**config.mk**
```make
export PLATFORM = sky130hd
export DESIGN_NAME = ctc_greedy_decoder_unit
export DESIGN_NICKNAME = d
export VERILOG_FILES = /design/src/rtl/ctcg_pkg.sv /design/src/rtl/ctcg_front.sv /design/src/rtl/ctcg_fifo.sv /design/src/rtl/ctcg_div.sv /design/src/rtl/ctcg_back.sv /design/src/rtl/ctc_greedy_decoder_unit.sv
export SDC_FILE = /design/constraint.sdc
export NUM_CORES = 1
export LEC_CHECK = 0
export ABC_AREA = 1
export BUFFER_PORTS_ARGS = -buffer_cell sky130_fd_sc_hd__buf_4
export CAP_MARGIN = 20
export CORE_MARGIN = 5
export CORE_UTILIZATION = 40
export CTS_CLUSTER_SIZE = 14
export DETAILED_ROUTE_END_ITERATION = 7
export PLACE_DENSITY = 0.61
export RECOVER_POWER = 100
export SLEW_MARGIN = 40
export SYNTH_ARGS = -nofsm -noshare
export SYNTH_HDL_FRONTEND = slang
export SYNTH_HIERARCHICAL = 1
export SYNTH_SLANG_ARGS = --single-unit
```
**constraint.sdc**
```tcl
create_clock -name clk -period 10.25 [get_ports clk]
set_input_delay 2.05 -clock clk [delete_from_list [all_inputs] [get_ports clk]]
set_output_delay 2.05 -clock clk [all_outputs]
set_load 0.005 [all_outputs]
```
**src/rtl/ctcg_pkg.sv**
```systemverilog
// shared types and constants of the ctc greedy decoder
`default_nettype none

package ctcg_pkg;

    localparam int SCORE_W   = 16;
    localparam int CFG_W     = 14;
    localparam int CLS_OUT_W = 13;
    localparam int SUM_W     = 27;
    localparam int CONF_W    = 16;

    localparam logic [SUM_W-1:0]  SUM_MAX  = {SUM_W{1'b1}};
    localparam logic [CONF_W-1:0] CONF_MAX = {CONF_W{1'b1}};

    localparam logic [CFG_W-1:0] NUM_CLASSES_RST = 14'd6625;
    localparam logic [CFG_W-1:0] VALID_KEYS_RST  = 14'd6625;

    typedef enum logic [0:0]
    {
        REG_NUM_CLASSES = 1'b0,
        REG_VALID_KEYS  = 1'b1
    } reg_index_t;

    typedef enum logic [0:0]
    {
        KIND_CHAR    = 1'b0,
        KIND_SUMMARY = 1'b1
    } kind_t;

    typedef struct packed
    {
        logic has_char;
        logic has_sum;
    } ev_flags_t;

endpackage

`default_nettype wire

```
**src/rtl/ctcg_front.sv**
```systemverilog
// front end: config registers, per-step arg-max, emission decision and sequence totals
`default_nettype none

module ctcg_front
#(
    parameter int MAX_CLASSES = 8192,
    parameter int MAX_CHARS   = 1024,
    localparam int CLS_W = $clog2(MAX_CLASSES),
    localparam int CNT_W = $clog2(MAX_CHARS + 1)
)
(
    input  wire                              clk,
    input  wire                              rst_n,
    input  wire                              cfg_valid,
    input  wire                              cfg_index,
    input  wire [ctcg_pkg::CFG_W-1:0]        cfg_data,
    input  wire                              in_valid,
    output logic                             in_ready,
    input  wire [ctcg_pkg::SCORE_W-1:0]      in_score,
    input  wire                              in_seq_end,
    input  wire                              q_full,
    output logic                             push,
    output ctcg_pkg::ev_flags_t              ev_flags,
    output logic [ctcg_pkg::CLS_OUT_W-1:0]   ev_class,
    output logic [ctcg_pkg::SCORE_W-1:0]     ev_score,
    output logic [CNT_W-1:0]                 ev_count,
    output logic [ctcg_pkg::SUM_W-1:0]       ev_sum
);

    localparam int CMP_W = 18;

    logic [ctcg_pkg::CFG_W-1:0]   num_classes_reg;
    logic [ctcg_pkg::CFG_W-1:0]   valid_keys_reg;
    logic [CLS_W-1:0]             cnt_reg;
    logic [CLS_W-1:0]             cnt_next;
    logic [ctcg_pkg::SCORE_W-1:0] best_score_reg;
    logic [CLS_W-1:0]             best_class_reg;
    logic [CLS_W-1:0]             prev_reg;
    logic [CLS_W-1:0]             prev_next;
    logic [ctcg_pkg::SUM_W-1:0]   sum_reg;
    logic [ctcg_pkg::SUM_W-1:0]   sum_next;
    logic [CNT_W-1:0]             count_reg;
    logic [CNT_W-1:0]             count_next;

    logic [ctcg_pkg::CFG_W-1:0]   n_eff;
    logic                         accept;
    logic                         take;
    logic [ctcg_pkg::SCORE_W-1:0] cur_score;
    logic [CLS_W-1:0]             cur_class;
    logic                         step_end;
    logic                         emit;
    logic                         counting;
    logic [ctcg_pkg::SUM_W:0]     sum_ext;
    logic [ctcg_pkg::SUM_W-1:0]   sum_upd;

    assign in_ready = !q_full;
    assign accept   = in_valid && in_ready;

    always_comb
    begin
        n_eff = (num_classes_reg == '0) ? ctcg_pkg::CFG_W'(1) : num_classes_reg;
        if (CMP_W'(n_eff) > CMP_W'(MAX_CLASSES))
        begin
            n_eff = ctcg_pkg::CFG_W'(MAX_CLASSES);
        end
    end

    assign take      = (cnt_reg == '0) || (in_score > best_score_reg);
    assign cur_score = take ? in_score : best_score_reg;
    assign cur_class = take ? cnt_reg : best_class_reg;
    assign step_end  = in_seq_end || ((CMP_W'(cnt_reg) + CMP_W'(1)) >= CMP_W'(n_eff));
    assign emit      = step_end && (cur_class != '0) && (cur_class != prev_reg)
                       && (CMP_W'(cur_class) < CMP_W'(valid_keys_reg));
    assign counting  = emit && (CMP_W'(count_reg) < CMP_W'(MAX_CHARS));
    assign sum_ext   = {1'b0, sum_reg} + (ctcg_pkg::SUM_W + 1)'(cur_score);
    assign sum_upd   = sum_ext[ctcg_pkg::SUM_W] ? ctcg_pkg::SUM_MAX
                                                : sum_ext[ctcg_pkg::SUM_W-1:0];

    always_comb
    begin
        cnt_next   = step_end ? '0 : cnt_reg + CLS_W'(1);
        prev_next  = step_end ? cur_class : prev_reg;
        sum_next   = counting ? sum_upd : sum_reg;
        count_next = counting ? count_reg + CNT_W'(1) : count_reg;
    end

    assign push              = accept && (emit || in_seq_end);
    assign ev_flags.has_char = emit;
    assign ev_flags.has_sum  = in_seq_end;
    assign ev_class          = ctcg_pkg::CLS_OUT_W'(cur_class);
    assign ev_score          = cur_score;
    assign ev_count          = count_next;
    assign ev_sum            = sum_next;

    always_ff @(posedge clk or negedge rst_n)
    begin
        if (!rst_n)
        begin
            num_classes_reg <= ctcg_pkg::NUM_CLASSES_RST;
            valid_keys_reg  <= ctcg_pkg::VALID_KEYS_RST;
        end
        else if (cfg_valid)
        begin
            unique case (ctcg_pkg::reg_index_t'(cfg_index))
                ctcg_pkg::REG_NUM_CLASSES: num_classes_reg <= cfg_data;
                ctcg_pkg::REG_VALID_KEYS:  valid_keys_reg  <= cfg_data;
                default:                   num_classes_reg <= num_classes_reg;
            endcase
        end
    end

    always_ff @(posedge clk or negedge rst_n)
    begin
        if (!rst_n)
        begin
            cnt_reg        <= '0;
            best_score_reg <= '0;
            best_class_reg <= '0;
            prev_reg       <= '0;
            sum_reg        <= '0;
            count_reg      <= '0;
        end
        else if (accept)
        begin
            best_score_reg <= cur_score;
            best_class_reg <= cur_class;
            cnt_reg        <= cnt_next;
            if (in_seq_end)
            begin
                prev_reg  <= '0;
                sum_reg   <= '0;
                count_reg <= '0;
            end
            else
            begin
                prev_reg  <= prev_next;
                sum_reg   <= sum_next;
                count_reg <= count_next;
            end
        end
    end

endmodule

`default_nettype wire

```
**src/rtl/ctcg_fifo.sv**
```systemverilog
// small register queue between front and back end, show-ahead read
`default_nettype none

module ctcg_fifo
#(
    parameter int WIDTH = 64,
    parameter int DEPTH = 4
)
(
    input  wire              clk,
    input  wire              rst_n,
    input  wire              push,
    input  wire [WIDTH-1:0]  wr_data,
    input  wire              pop,
    output logic [WIDTH-1:0] rd_data,
    output logic             full,
    output logic             empty
);

    localparam int PTR_W = $clog2(DEPTH);
    localparam int LVL_W = $clog2(DEPTH + 1);

    logic [WIDTH-1:0] mem_reg [DEPTH];
    logic [PTR_W-1:0] wr_ptr_reg;
    logic [PTR_W-1:0] rd_ptr_reg;
    logic [LVL_W-1:0] level_reg;
    logic [LVL_W-1:0] level_next;
    logic             do_push;
    logic             do_pop;

    assign full    = (level_reg == LVL_W'(DEPTH));
    assign empty   = (level_reg == '0);
    assign do_push = push && !full;
    assign do_pop  = pop && !empty;
    assign rd_data = mem_reg[rd_ptr_reg];

    always_comb
    begin
        level_next = level_reg;
        if (do_push && !do_pop)
        begin
            level_next = level_reg + LVL_W'(1);
        end
        else if (do_pop && !do_push)
        begin
            level_next = level_reg - LVL_W'(1);
        end
    end

    always_ff @(posedge clk)
    begin
        if (do_push)
        begin
            mem_reg[wr_ptr_reg] <= wr_data;
        end
    end

    always_ff @(posedge clk or negedge rst_n)
    begin
        if (!rst_n)
        begin
            wr_ptr_reg <= '0;
            rd_ptr_reg <= '0;
            level_reg  <= '0;
        end
        else
        begin
            level_reg <= level_next;
            if (do_push)
            begin
                wr_ptr_reg <= (wr_ptr_reg == PTR_W'(DEPTH - 1)) ? '0 : wr_ptr_reg + PTR_W'(1);
            end
            if (do_pop)
            begin
                rd_ptr_reg <= (rd_ptr_reg == PTR_W'(DEPTH - 1)) ? '0 : rd_ptr_reg + PTR_W'(1);
            end
        end
    end

    a_no_overflow: assert property (@(posedge clk) disable iff (!rst_n)
        push |-> !full)
        else $error("queue written while full");

    a_no_underflow: assert property (@(posedge clk) disable iff (!rst_n)
        pop |-> !empty)
        else $error("queue read while empty");

    a_level_range: assert property (@(posedge clk) disable iff (!rst_n)
        level_reg <= LVL_W'(DEPTH))
        else $error("queue level out of range");

endmodule

`default_nettype wire

```
**src/rtl/ctcg_div.sv**
```systemverilog
// restoring divider for the mean score, one quotient bit per cycle
`default_nettype none

module ctcg_div
#(
    parameter int DIVISOR_W = 11
)
(
    input  wire                             clk,
    input  wire                             rst_n,
    input  wire                             start,
    input  wire [ctcg_pkg::SUM_W-1:0]       dividend,
    input  wire [DIVISOR_W-1:0]             divisor,
    output logic                            done,
    output logic [ctcg_pkg::SUM_W-1:0]      quotient
);

    localparam int STEP_W = $clog2(ctcg_pkg::SUM_W + 1);

    logic [ctcg_pkg::SUM_W-1:0] q_reg;
    logic [DIVISOR_W-1:0]       rem_reg;
    logic [DIVISOR_W-1:0]       div_reg;
    logic [STEP_W-1:0]          step_reg;
    logic                       busy_reg;
    logic                       done_reg;
    logic [DIVISOR_W:0]         trial;
    logic [DIVISOR_W:0]         diff;
    logic                       ge;

    assign trial    = {rem_reg, q_reg[ctcg_pkg::SUM_W-1]};
    assign ge       = trial >= {1'b0, div_reg};
    assign diff     = trial - {1'b0, div_reg};
    assign done     = done_reg;
    assign quotient = q_reg;

    always_ff @(posedge clk)
    begin
        if (start)
        begin
            q_reg   <= dividend;
            rem_reg <= '0;
            div_reg <= divisor;
        end
        else if (busy_reg)
        begin
            q_reg   <= {q_reg[ctcg_pkg::SUM_W-2:0], ge};
            rem_reg <= ge ? diff[DIVISOR_W-1:0] : trial[DIVISOR_W-1:0];
        end
    end

    always_ff @(posedge clk or negedge rst_n)
    begin
        if (!rst_n)
        begin
            step_reg <= '0;
            busy_reg <= 1'b0;
            done_reg <= 1'b0;
        end
        else
        begin
            done_reg <= busy_reg && (step_reg == STEP_W'(1));
            if (start)
            begin
                step_reg <= STEP_W'(ctcg_pkg::SUM_W);
                busy_reg <= 1'b1;
            end
            else if (busy_reg)
            begin
                step_reg <= step_reg - STEP_W'(1);
                if (step_reg == STEP_W'(1))
                begin
                    busy_reg <= 1'b0;
                end
            end
        end
    end

endmodule

`default_nettype wire

```
**src/rtl/ctcg_back.sv**
```systemverilog
// back end: expands queued events into character and summary results, output register
`default_nettype none

module ctcg_back
#(
    parameter int MAX_CHARS = 1024,
    localparam int CNT_W = $clog2(MAX_CHARS + 1)
)
(
    input  wire                              clk,
    input  wire                              rst_n,
    input  wire                              q_empty,
    output logic                             pop,
    input  ctcg_pkg::ev_flags_t              ev_flags,
    input  wire [ctcg_pkg::CLS_OUT_W-1:0]    ev_class,
    input  wire [ctcg_pkg::SCORE_W-1:0]      ev_score,
    input  wire [CNT_W-1:0]                  ev_count,
    input  wire [ctcg_pkg::SUM_W-1:0]        ev_sum,
    output logic                             out_valid,
    input  wire                              out_ready,
    output logic                             out_kind,
    output logic [ctcg_pkg::CLS_OUT_W-1:0]   out_class,
    output logic [ctcg_pkg::SCORE_W-1:0]     out_score,
    output logic [ctcg_pkg::CONF_W-1:0]      out_conf,
    output logic [CNT_W-1:0]                 out_count,
    output logic                             out_last
);

    typedef enum logic [3:0]
    {
        ST_FETCH = 4'b0001,
        ST_CHAR  = 4'b0010,
        ST_DIV   = 4'b0100,
        ST_SUM   = 4'b1000
    } state_t;

    state_t                         state_reg;
    state_t                         state_next;
    ctcg_pkg::ev_flags_t            flags_reg;
    logic [ctcg_pkg::CLS_OUT_W-1:0] class_reg;
    logic [ctcg_pkg::SCORE_W-1:0]   score_reg;
    logic [CNT_W-1:0]               count_reg;
    logic [ctcg_pkg::SUM_W-1:0]     sum_reg;

    logic                           out_valid_reg;
    logic                           kind_reg;
    logic [ctcg_pkg::CLS_OUT_W-1:0] oclass_reg;
    logic [ctcg_pkg::SCORE_W-1:0]   oscore_reg;
    logic [ctcg_pkg::CONF_W-1:0]    oconf_reg;
    logic [CNT_W-1:0]               ocount_reg;
    logic                           last_reg;

    logic                           out_free;
    logic                           load_char;
    logic                           load_sum;
    logic                           div_start;
    logic                           div_done;
    logic [ctcg_pkg::SUM_W-1:0]     div_dividend;
    logic [CNT_W-1:0]               div_divisor;
    logic [ctcg_pkg::SUM_W-1:0]     quotient;
    logic [ctcg_pkg::CONF_W-1:0]    conf;

    // a summary-only event starts the divider in the cycle it is popped
    assign div_dividend = (state_reg == ST_FETCH) ? ev_sum : sum_reg;
    assign div_divisor  = (state_reg == ST_FETCH) ? ev_count : count_reg;

    ctcg_div #(.DIVISOR_W(CNT_W)) u_div
    (
        .clk      (clk),
        .rst_n    (rst_n),
        .start    (div_start),
        .dividend (div_dividend),
        .divisor  (div_divisor),
        .done     (div_done),
        .quotient (quotient)
    );

    assign out_free  = !out_valid_reg || out_ready;
    assign pop       = (state_reg == ST_FETCH) && !q_empty;
    assign load_char = (state_reg == ST_CHAR) && out_free;
    assign load_sum  = (state_reg == ST_SUM) && out_free;

    always_comb
    begin
        conf = '0;
        if (count_reg != '0)
        begin
            conf = (quotient > ctcg_pkg::SUM_W'(ctcg_pkg::CONF_MAX))
                   ? ctcg_pkg::CONF_MAX : quotient[ctcg_pkg::CONF_W-1:0];
        end
    end

    always_comb
    begin
        state_next = state_reg;
        div_start  = 1'b0;
        unique case (state_reg)
            ST_FETCH:
            begin
                if (!q_empty)
                begin
                    if (ev_flags.has_char)
                    begin
                        state_next = ST_CHAR;
                    end
                    else
                    begin
                        state_next = ST_DIV;
                    end
                end
            end
            ST_CHAR:
            begin
                if (out_free)
                begin
                    state_next = flags_reg.has_sum ? ST_DIV : ST_FETCH;
                end
            end
            ST_DIV:
            begin
                if (div_done)
                begin
                    state_next = ST_SUM;
                end
            end
            ST_SUM:
            begin
                if (out_free)
                begin
                    state_next = ST_FETCH;
                end
            end
            default: state_next = ST_FETCH;
        endcase
        if ((state_next == ST_DIV) && (state_reg != ST_DIV))
        begin
            div_start = 1'b1;
        end
    end

    always_ff @(posedge clk)
    begin
        if (pop)
        begin
            flags_reg <= ev_flags;
            class_reg <= ev_class;
            score_reg <= ev_score;
            count_reg <= ev_count;
            sum_reg   <= ev_sum;
        end
        if (load_char)
        begin
            kind_reg   <= ctcg_pkg::KIND_CHAR;
            oclass_reg <= class_reg;
            oscore_reg <= score_reg;
            oconf_reg  <= '0;
            ocount_reg <= count_reg;
            last_reg   <= !flags_reg.has_sum;
        end
        else if (load_sum)
        begin
            kind_reg   <= ctcg_pkg::KIND_SUMMARY;
            oclass_reg <= '0;
            oscore_reg <= '0;
            oconf_reg  <= conf;
            ocount_reg <= count_reg;
            last_reg   <= 1'b1;
        end
    end

    always_ff @(posedge clk or negedge rst_n)
    begin
        if (!rst_n)
        begin
            state_reg     <= ST_FETCH;
            out_valid_reg <= 1'b0;
        end
        else
        begin
            state_reg <= state_next;
            if (load_char || load_sum)
            begin
                out_valid_reg <= 1'b1;
            end
            else if (out_ready)
            begin
                out_valid_reg <= 1'b0;
            end
        end
    end

    assign out_valid = out_valid_reg;
    assign out_kind  = kind_reg;
    assign out_class = oclass_reg;
    assign out_score = oscore_reg;
    assign out_conf  = oconf_reg;
    assign out_count = ocount_reg;
    assign out_last  = last_reg;

endmodule

`default_nettype wire

```
**src/rtl/ctc_greedy_decoder_unit.sv**
```systemverilog
// ctc greedy decoder top level: front end, event queue, back end with mean divider
//
// usage
//   s_axis: one class score per transfer in tdata, num_classes per time step, class 0
//   first; tlast marks the final score of a sequence (it also closes a partial step).
//   m_axis: results; tuser is the kind (0 character, 1 sequence summary), tlast marks
//   the final result caused by one input transfer.
//   cfg: register writes (index 0 num_classes, index 1 valid_keys), always ready;
//   write only while the block is idle.
// timing
//   scores are taken at one per cycle while the event queue has room.
//   a character result passes the event queue, the back end event registers and the
//   output register; a summary also waits for the bit-serial divider that forms the
//   mean score, and up to four events wait in the queue meanwhile.
// reset
//   registers return to 6625 classes and keys, sequence totals clear, outputs idle.
// stall
//   a stalled m_axis holds its result; the queue then fills and s_axis_tready drops.
`default_nettype none

module ctc_greedy_decoder_unit
#(
    parameter int MAX_CLASSES = 8192,
    parameter int MAX_CHARS   = 1024,
    localparam int CNT_W   = $clog2(MAX_CHARS + 1),
    localparam int OUT_RAW = ctcg_pkg::CLS_OUT_W + ctcg_pkg::SCORE_W + ctcg_pkg::CONF_W + CNT_W,
    localparam int OUT_W   = ((OUT_RAW + 7) / 8) * 8
)
(
    input  wire                          clk,
    input  wire                          rst_n,
    input  wire                          cfg_valid,
    output logic                         cfg_ready,
    input  wire                          cfg_index,
    input  wire [ctcg_pkg::CFG_W-1:0]    cfg_data,
    input  wire                          s_axis_tvalid,
    output logic                         s_axis_tready,
    input  wire [15:0]                   s_axis_tdata,  // score
    input  wire                          s_axis_tlast,
    output logic                         m_axis_tvalid,
    input  wire                          m_axis_tready,
    output logic [OUT_W-1:0]             m_axis_tdata,  // class_index, char_score, confidence, char_count
    output logic                         m_axis_tuser,  // kind
    output logic                         m_axis_tlast
);

    localparam int Q_W = 2 + ctcg_pkg::CLS_OUT_W + ctcg_pkg::SCORE_W + CNT_W + ctcg_pkg::SUM_W;

    logic                           push;
    logic                           pop;
    logic                           q_full;
    logic                           q_empty;
    ctcg_pkg::ev_flags_t            wr_flags;
    logic [ctcg_pkg::CLS_OUT_W-1:0] wr_class;
    logic [ctcg_pkg::SCORE_W-1:0]   wr_score;
    logic [CNT_W-1:0]               wr_count;
    logic [ctcg_pkg::SUM_W-1:0]     wr_sum;
    logic [Q_W-1:0]                 q_wr;
    logic [Q_W-1:0]                 q_rd;
    ctcg_pkg::ev_flags_t            rd_flags;
    logic [ctcg_pkg::CLS_OUT_W-1:0] rd_class;
    logic [ctcg_pkg::SCORE_W-1:0]   rd_score;
    logic [CNT_W-1:0]               rd_count;
    logic [ctcg_pkg::SUM_W-1:0]     rd_sum;
    logic [ctcg_pkg::CLS_OUT_W-1:0] out_class;
    logic [ctcg_pkg::SCORE_W-1:0]   out_score;
    logic [ctcg_pkg::CONF_W-1:0]    out_conf;
    logic [CNT_W-1:0]               out_count;

    assign cfg_ready = 1'b1;

    ctcg_front #(.MAX_CLASSES(MAX_CLASSES), .MAX_CHARS(MAX_CHARS)) u_front
    (
        .clk        (clk),
        .rst_n      (rst_n),
        .cfg_valid  (cfg_valid),
        .cfg_index  (cfg_index),
        .cfg_data   (cfg_data),
        .in_valid   (s_axis_tvalid),
        .in_ready   (s_axis_tready),
        .in_score   (s_axis_tdata),
        .in_seq_end (s_axis_tlast),
        .q_full     (q_full),
        .push       (push),
        .ev_flags   (wr_flags),
        .ev_class   (wr_class),
        .ev_score   (wr_score),
        .ev_count   (wr_count),
        .ev_sum     (wr_sum)
    );

    assign q_wr = {wr_flags, wr_class, wr_score, wr_count, wr_sum};

    ctcg_fifo #(.WIDTH(Q_W), .DEPTH(4)) u_fifo
    (
        .clk     (clk),
        .rst_n   (rst_n),
        .push    (push),
        .wr_data (q_wr),
        .pop     (pop),
        .rd_data (q_rd),
        .full    (q_full),
        .empty   (q_empty)
    );

    assign {rd_flags, rd_class, rd_score, rd_count, rd_sum} = q_rd;

    ctcg_back #(.MAX_CHARS(MAX_CHARS)) u_back
    (
        .clk       (clk),
        .rst_n     (rst_n),
        .q_empty   (q_empty),
        .pop       (pop),
        .ev_flags  (rd_flags),
        .ev_class  (rd_class),
        .ev_score  (rd_score),
        .ev_count  (rd_count),
        .ev_sum    (rd_sum),
        .out_valid (m_axis_tvalid),
        .out_ready (m_axis_tready),
        .out_kind  (m_axis_tuser),
        .out_class (out_class),
        .out_score (out_score),
        .out_conf  (out_conf),
        .out_count (out_count),
        .out_last  (m_axis_tlast)
    );

    assign m_axis_tdata = OUT_W'({out_count, out_conf, out_score, out_class});

    a_summary_last: assert property (@(posedge clk) disable iff (!rst_n)
        (m_axis_tvalid && (m_axis_tuser == ctcg_pkg::KIND_SUMMARY)) |-> m_axis_tlast)
        else $error("summary result without last");

    a_char_counted: assert property (@(posedge clk) disable iff (!rst_n)
        (m_axis_tvalid && (m_axis_tuser == ctcg_pkg::KIND_CHAR)) |->
        ((out_count != '0) && (out_conf == '0) && (out_class != '0)))
        else $error("character result with bad count, confidence or class");

    a_empty_summary: assert property (@(posedge clk) disable iff (!rst_n)
        (m_axis_tvalid && (m_axis_tuser == ctcg_pkg::KIND_SUMMARY) && (out_count == '0))
        |-> (out_conf == '0))
        else $error("nonzero confidence with no characters");

    a_push_event: assert property (@(posedge clk) disable iff (!rst_n)
        push |-> (wr_flags.has_char || wr_flags.has_sum))
        else $error("queued event carries no result");

endmodule

`default_nettype wire
```
==> results.txt, run 1 <==
LEAKAGE - 14.2 nW
Final Max Tran Viols - 386
Worst slew pin tran - 4.55 ns
Antenna-violating nets left - 0
CTS Buf Count - 67
Post-Synthesis Cells - 2936
Combinational fraction of design power - 0.402
Max reg flops - 276
Gr usage total - 0.171
Pre-Repair DR Iteration Count - 5
CTS HTree Levels - 3
DR iter-0 viols - 1522
Drt total wl - 67400 um
Initial antenna violation count - 3
# clock sinks - 591
RSZ-0062 raised after global routing - no
Setup Fix Bufs, Post-CTS - 0
Mapped Area - 29100 um^2
Max clock buf depth - 3
Clk slew on worst S/H paths - 0.05 ns
Sw Ratio - 0.400
Root buf cell - clkbuf_16
Worst hold slack - 0.451 ns
Diodes inserted - 0
Yosys warns - 6
Overflow after GRT - 0
Final setup viols - 0
Arrival @ worst endpoint - 8.45 ns
Synth Flop Type - edfxtp_1
Critical path fanouts, max - 44
Final instance area - 32500 um^2
CP endpoint kind - flip-flop
Post-synth EDFFs - 423
Share of Yosys cell area claimed by the top area cell type - 0.436
Fin nets - 3130
Final Skew - 0.0214 ns
Setup TNS - 0 ns
Post_cts resized - 0
Clock share of power - 0.222
Share of layout cells above drive strength 1 - 0.112
Worst Hold Class - flip-flop to flip-flop
Mapped Nets - 3056
Vias/cell - 4.92
Hpwl dp - 44900 um
Initial Util - 0.401
Sw power - 4.37 mW
Outcome - finished, violations left
Failing checks - capacitance limit, slew limit
Hold Vio Cnt, Final - 0
Peak supply drop - 0.219 mV
Seq/Total Area, Yosys - 0.577
Routed via count - 19803
Largest net degree at the start of global routing - 118
Clk_lat worst skew - 0.61 ns
CTS Hold Bufs - 0
WL per Instance - 16.7 um
Core Rows - 99
Layout area overhead - 11.8%
Full die area - 78300 um^2
CTS tree - yes
Global placement routability congestion - 0.855
Die Span Y - 280 um
P_int - 6.54 mW
Final worst path period share - 0.792
Die outline width - 280 um
Syn avg cell area - 9.91 um^2
PD cells - 335 nW/um^2
Sequential share of power - 0.375
Synth top area cells - edfxtp_1 44%, nand2_1 11%, dfrtp_1 11%, inv_1 5.3%, ha_1 3.4%
Number of port buffers - 96
Synthesis-stage register bit count - 591
Tmin final - 8.11 ns
Post-synth ARST share - 0.237
Post-layout util - 0.448
Max-cap violations - 8
Most frequent cells after synthesis - 865 x nand2_1, 423 x edfxtp_1, 410 x inv_1
Kind of critical path - input port to flip-flop
Fmax - 0.123 GHz
CP required - 10.59 ns
DR DRC count - 0
Distinct cell type count after synthesis - 61
Worst Setup Start Kind - input port
Vias in the first global route - 19172
Core ar. - 72600 um^2
Slew headroom - -2.04
Ports - 98
First-pass GRT wire length - 108000 um
Placed instance area - 30600 um^2
Overall power - 10.9 mW
Most common cell in the netlist - nand2_1
Post-synth top area cell - edfxtp_1
[cells in the final DEF (no fill, tap or decap), types with 16 or more instances in the layout]
cell type / netlist / routed
o211ai_2: 80 / 60
clkbuf_1: 32 / 57
nor2_1: 142 / 138
a21oi_1: 44 / 44
inv_1: 410 / 412
o211ai_1: 61 / 81
ha_1: 80 / 80
clkbuf_8: 2 / 16
o21ai_0: 106 / 102
o22ai_1: 20 / 20
nand4_1: 50 / 51
buf_4: 10 / 39
dfrtp_1: 125 / 124
nand3_1: 152 / 152
edfxtp_1: 423 / 423
clkbuf_4: 0 / 42
dfxtp_1: 28 / 28
xor2_1: 38 / 38
clkbuf_16: 0 / 68
and2_0: 0 / 35
nand2_1: 865 / 883
[power by group through the flow]
stage | clock network, mW | logic (mW) | registers (mW)
6_report | 2.43 | 4.39 | 4.09
5_1_grt | 2.59 | 4.97 | 4.16
4_1_cts | 2.49 | 4.50 | 4.09
3_5_place_dp | 0 | 4.48 | 4.14
3_3_place_gp | 0 | 4.40 | 4.12
2_1_floorplan | 0 | 3.43 | 4.03
[cells by family (layout without fill, tap and decap cells)]
logic type                 after synthesis  count (layout)  share of synthesized area
adders and majority gates               83              83                     0.0365
and+or+nand+nor                       1345            1345                      0.204
xor gates and xnor gates                42              42                     0.0126
AOI/OAI and AO/OA                      326             326                     0.0843
buffers and inverters                  548             677                     0.0856
DFF                                    591             591                      0.577
other                                    1               1                   0.000129
[per-layer routing]
layer,track usage,share of wire,up-vias
met2,0.280,0.47,455
met4,0.0505,0.028,0
met1,0.238,0.45,9368
met5,0,0,-
li1,-,-,9881
met3,0.0283,0.053,99
[through the flow]
step,setup WS [ns],std cells
floorplan,1.99,2936
global route,1.58,4024
CTS,3.58,4024
global placement,2.75,3895
detailed placement,2.93,3900
finish,2.14,4024
[cell type report]
| class | count | area, um^2 |
|---|---|---|
| fillers | 6982 | 40000 |
| flip-flops and latches | 591 | 16800 |
| multi-input cells | 1797 | 9700 |
| clock buffers | 103 | 1990 |
| inverters | 423 | 1590 |
| well taps | 959 | 1200 |
| repair buffers | 130 | 978 |
| clock inverters | 21 | 288 |
[worst max-delay path, cell delays in order]
cell	delay, ns
buf_4	0.12
ha_1	0.31
a21oi_1	0.14
nor2_1	0.05
nor2_1	0.09
nand2_1	0.06
nand2_1	0.05
nand2_1	0.04
nand2_1	0.53
nand2_1	1.00
o21ai_0	1.63
ha_1	0.48
a21oi_1	0.15
o21ai_0	0.09
a21oi_1	0.33
o21ai_0	0.22
nand2_1	0.09
o21ai_0	0.22
inv_1	0.11
nor2_1	0.06
xor2_1	0.14
nor2_1	0.11
nand4_1	0.11
and2_0	0.25
[worst paths after layout]
| kind | from | to | slack, ns | cells past startpoint |
|---|---|---|---|---|
| max in group asynchronous | rst_n | u_front/best_score_reg[12]$_DFFE_PN0P_ | 4.62 | 1 |
| min in group asynchronous | rst_n | u_front/num_classes_reg[2]$_DFFE_PN0P_ | 3.07 | 1 |
| worst min register to register | u_back/out_conf[6]$_SDFFE_PP0P_ | u_back/out_conf[6]$_SDFFE_PP0P_ | 0.45 | 2 |
| worst max register to register | u_fifo/rd_ptr_reg[1]$_DFFE_PN0P_ | u_back/u_div/quotient[9]$_DFFE_PP_ | 3.14 | 9 |
| worst min-delay path | u_back/out_conf[6]$_SDFFE_PP0P_ | u_back/out_conf[6]$_SDFFE_PP0P_ | 0.45 | 2 |
| worst max-delay path | s_axis_tdata[5] | u_fifo/mem_reg[0][26]$_DFFE_PP_ | 2.14 | 24 |
Note: power is estimated with default switching activity, not from simulation.
==> run 2, diff against run 1 <==
==> constraint.sdc (replaced) <==
create_clock -name clk -period 8.45 [get_ports clk]
set_input_delay 1.69 -clock clk [delete_from_list [all_inputs] [get_ports clk]]
set_output_delay 1.69 -clock clk [all_outputs]
set_load 0.005 [all_outputs]
==> run 2 against run 1 <==
Effect of this change: the run still ends with capacitance limit, slew limit left; cell count rose by 0.15%; total power up 20%; cell area fell by 0.57%; combinational power increased by 19%; worst setup slack lost 0.72 ns; first-iteration DRC count is 4.2% lower; core utilization fell by 0.25 points; clock power rose by 18%; die area is the same; critical endpoint is now u_fifo/mem_reg[0][15]$_DFFE_PP_.
==> results.txt, run 2 (synthesis results as in run 1) <==
Outcome - finished, violations left
Failing checks - capacitance limit, slew limit
Worst Setup Start Kind - input port
Largest net degree at the start of global routing - 93
Fin nets - 3135
P_int - 7.80 mW
First-pass GRT wire length - 108000 um
Combinational fraction of design power - 0.399
Setup TNS - 0 ns
Sequential share of power - 0.382
Critical-path top delay cell - clkbuf_2
Critical path fanouts, max - 44
Final Skew - 0.0241 ns
CP endpoint kind - flip-flop
WL per Instance - 16.8 um
Layout area overhead - 11.2%
Global placement routability congestion - 0.867
Slew headroom - -2.32
Drt total wl - 67800 um
Gr usage total - 0.174
CTS tree - yes
Commonest cells after routing, fill and taps aside - 882 x nand2_1, 423 x edfxtp_1, 413 x inv_1
Buf/Inv on CP - 2
Max-cap violations - 9
Vias in the first global route - 19160
Post-layout util - 0.446
Core ar. - 72600 um^2
Max clock buf depth - 3
Die outline width - 280 um
Final setup viols - 0
Reg2reg setup slack - 1.91 ns
Cell Count, Final, Fillers Out - 4030
Hold Vio Cnt, Final - 0
CTS Hold Bufs - 0
Final Max Tran Viols - 386
Initial antenna violation count - 0
Clock share of power - 0.219
Kind of critical path - input port to flip-flop
Cell total after placement - 3904
Vias/cell - 4.93
LEAKAGE - 14.1 nW
Ports - 98
Hpwl dp - 44400 um
Overall power - 13.1 mW
Die Span Y - 280 um
Clk_lat worst skew - 0.61 ns
Top delay family on crit path - simple AND/OR/NAND/NOR gates
Arrival @ worst endpoint - 7.24 ns
Critical Path Max Stage Delay - 1.02 ns
CTS Buf Count - 68
Clk slew on worst S/H paths - 0.06 ns
Reg2reg start - u_fifo/rd_ptr_reg[1]$_DFFE_PN0P_
Pre-Repair DR Iteration Count - 8
RSZ-0062 raised after global routing - no
Post_cts resized - 0
Initial Util - 0.401
PD cells - 405 nW/um^2
Hold Startpoint - u_back/out_conf[11]$_SDFFE_PP0P_
Antenna-violating nets left - 0
Worst slew pin tran - 4.98 ns
Fmax - 0.142 GHz
Sw Ratio - 0.405
Worst Hold Class - flip-flop to flip-flop
CTS HTree Levels - 3
CP required - 8.65 ns
Diodes inserted - 0
Setup Fix Bufs, Post-CTS - 0
DR DRC count - 0
Final worst path period share - 0.832
Number of port buffers - 96
# clock sinks - 591
Share of layout cells above drive strength 1 - 0.113
Peak supply drop - 0.286 mV
Worst setup startpoint - s_axis_tdata[7]
Sw power - 5.30 mW
Commonest non-fill, non-tap cell in the layout - nand2_1
CP Cell Sequence - clkbuf_4 -> ha_1 -> a21o_1 -> nor2_1 -> nand2_1 -> nand2_1 -> nand2_1 -> nand2_1 -> nand2_4 -> nand2_1 -> nand2_1 -> nand2_1 -> nand2_1 -> nand3_1 -> nor2_1 -> nand2_4 -> and2_0 -> nor2_1 -> nor2_1 -> nand2_1 -> nor2_1 -> clkbuf_2
Routed via count - 19883
DR iter-0 viols - 1458
Overflow after GRT - 0
Max reg flops - 276
Tmin final - 7.03 ns
Core Rows - 99
Most frequent CP cell - nand2_1
Full die area - 78300 um^2
Root buf cell - clkbuf_16
-- run 2: changes by cell type in the layout (fill, tap and decap cells not counted), sizes merged --
cell / previous run / this run
inv: 422 / 428
clkbuf: 183 / 181
clkinvlp: 2 / 4
bufinv: 4 / 3
clkinv: 16 / 21
buf: 50 / 46
-- run 2: power by group through the flow --
| stage | clock, mW | sequential, mW | combinational, mW |
|---|---|---|---|
| floorplan | 0 | 4.88 | 4.16 |
| global placement | 0 | 5.02 | 5.30 |
| detailed placement | 0 | 5.04 | 5.38 |
| CTS | 2.95 | 4.98 | 5.40 |
| global route | 3.07 | 5.09 | 5.93 |
| finish | 2.87 | 5.00 | 5.23 |
-- run 2: final timing paths --
kind	cells past startpoint	end
min in group asynchronous	1	u_front/sum_reg[20]$_DFFE_PN0P_
worst min-delay path	2	u_back/out_conf[11]$_SDFFE_PP0P_
max in group asynchronous	1	u_front/sum_reg[6]$_DFFE_PN0P_
worst min register to register	2	u_back/out_conf[11]$_SDFFE_PP0P_
worst max register to register	9	u_back/u_div/quotient[24]$_DFFE_PP_
worst max-delay path	22	u_fifo/mem_reg[0][15]$_DFFE_PP_
-- run 2: worst min-delay path, cell delays in order (launching register included) --
cell and delay, ns:
dfxtp_1 0.31, nand2_1 0.06, nand2_1 0.04
-- run 2: routing by layer --
metal,share of wire,routed length (um),vias to the layer above,GRT usage
li1,-,-,9881,-
met2,0.47,32000,492,0.288
met3,0.054,3630,99,0.0288
met4,0.026,1750,0,0.0527
met5,0,0,-,0
met1,0.45,30300,9411,0.237
-- run 2: layout make-up --
cell class / instances / area [um^2]
fillers: 6898 / 40200
clock inverters: 33 / 318
multi-input cells: 1797 / 9690
flip-flops and latches: 591 / 16800
repair buffers: 134 / 893
well taps: 959 / 1200
inverters: 423 / 1590
clock buffers: 93 / 1870
-- run 2: per-stage QoR --
stage | setup WS (ns) | cell area, um^2 | hold WS [ns]
final | 1.42 | 32400 | 0.454
after global routing | 0.905 | 32400 | 0.469
after CTS | 2.10 | 32700 | 0.456
after detailed placement | 1.46 | 30500 | 0.446
after global placement | 1.53 | 30500 | 0.444
after floorplan | 0.548 | 29100 | 0.426
==> run 3, diff against run 2 <==
==> constraint.sdc (replaced) <==
create_clock -name clk -period 7.19 [get_ports clk]
set_input_delay 1.438 -clock clk [delete_from_list [all_inputs] [get_ports clk]]
set_output_delay 1.438 -clock clk [all_outputs]
set_load 0.005 [all_outputs]
==> run 3 against run 2 <==
Effect of this change: the run still ends with capacitance limit, slew limit left; clock power grew 23%; worst setup slack worse by 0.51 ns; highest routed layer unchanged; total power increased by 19%; core utilization up 0.28 points; worst hold slack lost 0.0039 ns; wire length about the same; via count down 0.41%; flip-flop and latch count unchanged; sequential power up 17%; first-iteration DRC count fell by 1.0%; clock skew increased by 0.011 ns.
==> results.txt, run 3 (synthesis results as in run 1) <==
Critical Path Max Stage Delay - 0.54 ns
Buf/Inv on CP - 3
Worst Hold Class - flip-flop to flip-flop
Cell total after placement - 3911
CTS HTree Levels - 3
Worst flop-to-flop path endpoint - u_back/u_div/quotient[21]$_DFFE_PP_
Largest net degree at the start of global routing - 167
Layout area overhead - 11.8%
Top layer in use - met4
Failing checks - capacitance limit, slew limit
Share of layout cells above drive strength 1 - 0.116
Overflow after GRT - 0
Hold Vio Cnt, Final - 0
PD cells - 478 nW/um^2
Pre-Repair DR Iteration Count - 5
Core ar. - 72600 um^2
Fin nets - 3142
Cell Count, Final, Fillers Out - 4037
Number of port buffers - 96
Commonest cells after routing, fill and taps aside - 882 x nand2_1, 423 x edfxtp_1, 411 x inv_1
Overall power - 15.6 mW
CP required - 7.60 ns
Core Rows - 99
Post_cts resized - 0
Die Span Y - 280 um
Vias in the first global route - 19510
Critical path fanouts, max - 44
Met2 routed WL - 32000 um
Max clock buf depth - 3
Vias/cell - 4.90
Critical-path top delay cell - nand2_1
Initial antenna violation count - 2
Routed via count - 19801
Final Skew - 0.0348 ns
Antenna-violating nets left - 0
Hpwl dp - 44800 um
Fmax - 0.159 GHz
Peak supply drop - 0.306 mV
Reg2reg setup slack - 1.15 ns
Final worst path period share - 0.873
Max reg flops - 276
Hold EP - u_back/out_conf[14]$_SDFFE_PP0P_
Full die area - 78300 um^2
# clock sinks - 591
Final Max Tran Viols - 314
Hold Startpoint - u_back/out_conf[14]$_SDFFE_PP0P_
DR iter-0 viols - 1443
DR WL met3 - 3290 um
RSZ-0062 raised after global routing - no
Clk slew on worst S/H paths - 0.05 ns
Global placement routability congestion - 0.852
Die outline width - 280 um
Outcome - finished, violations left
CTS tree - yes
CTS Hold Bufs - 0
CTS Buf Count - 68
Routed length on met1 - 30800 um
Worst Setup Start Kind - input port
Arrival @ worst endpoint - 6.69 ns
DR DRC count - 0
Gr usage total - 0.173
Top delay family on crit path - simple AND/OR/NAND/NOR gates
Setup Fix Bufs, Post-CTS - 0
Post-route setup slack - 0.911 ns
Commonest non-fill, non-tap cell in the layout - nand2_1
Drt total wl - 67700 um
Most frequent CP cell - nand2_1
Clk_lat worst skew - 0.61 ns
LEAKAGE - 14.2 nW
Hold Path Stages - 2
WL per Instance - 16.8 um
Max-cap violations - 8
Reg2reg start - u_fifo/rd_ptr_reg[1]$_DFFE_PN0P_
Root buf cell - clkbuf_16
Slew headroom - -0.797
Setup WS pre-CTS - 0.785 ns
First-pass GRT wire length - 108000 um
Worst slew pin tran - 2.70 ns
Initial Util - 0.401
Final setup viols - 0
Kind of critical path - input port to flip-flop
Tmin final - 6.28 ns
Diodes inserted - 0
Worst r2r path cells - 9
CP endpoint kind - flip-flop
Ports - 98
run 3: how the worst max path moves through the flow:
stage / from / end / slack (ns) / cells past startpoint
2_1_floorplan: s_axis_tdata[7] / u_fifo/mem_reg[0][0]$_DFFE_PP_ / -0.46 / 25
3_3_place_gp: s_axis_tdata[7] / u_fifo/mem_reg[0][35]$_DFFE_PP_ / 0.81 / 26
3_5_place_dp: s_axis_tdata[7] / u_fifo/mem_reg[0][30]$_DFFE_PP_ / 0.79 / 25
4_1_cts: s_axis_tdata[7] / u_fifo/mem_reg[0][23]$_DFFE_PP_ / 1.42 / 25
5_1_grt: s_axis_tdata[3] / u_fifo/mem_reg[1][53]$_DFFE_PP_ / 0.48 / 26
6_report: s_axis_tdata[7] / u_fifo/mem_reg[2][10]$_DFFE_PP_ / 0.91 / 28
run 3: where the power goes:
group	switching (mW)	leakage (nW)	total [mW]	internal, mW
Sequential	0.492	6.02	5.85	5.36
Combinational	4.33	7.06	6.17	1.84
Clock	1.42	1.12	3.53	2.11
run 3: metrics by stage:
stage | setup TNS, ns | util | instance area, um^2 | hold WS, ns
CTS | 0 | 0.453 | 32900 | 0.456
floorplan | -126.91 | - | 29100 | 0.426
global route | 0 | 0.448 | 32600 | 0.474
detailed placement | 0 | 0.421 | 30600 | 0.442
global placement | 0 | 0.421 | 30600 | 0.442
finish | 0 | 0.448 | 32600 | 0.450
run 3: per-layer routing:
layer | GRT usage | up-vias
met2 | 0.286 | 445
met4 | 0.0545 | 0
met1 | 0.236 | 9370
li1 | - | 9884
met3 | 0.0265 | 102
met5 | 0 | -
run 3: area by class of cell:
cell class	count	area (um^2)
fill	6928	40000
sequential	591	16800
multi-input combinational	1797	9700
clock buffer	89	1870
inverter	423	1590
tap	959	1200
timing repair buffer	141	961
clock inverter	37	443
run 3: worst reg2reg max path: cells and delay by family (launching register included):
kind	cells	cell delay, ns
AOI/OAI and AO/OA	1	0.48
buffers and inverters	4	2.87
DFF	1	1.44
and+or+nand+nor	4	0.83
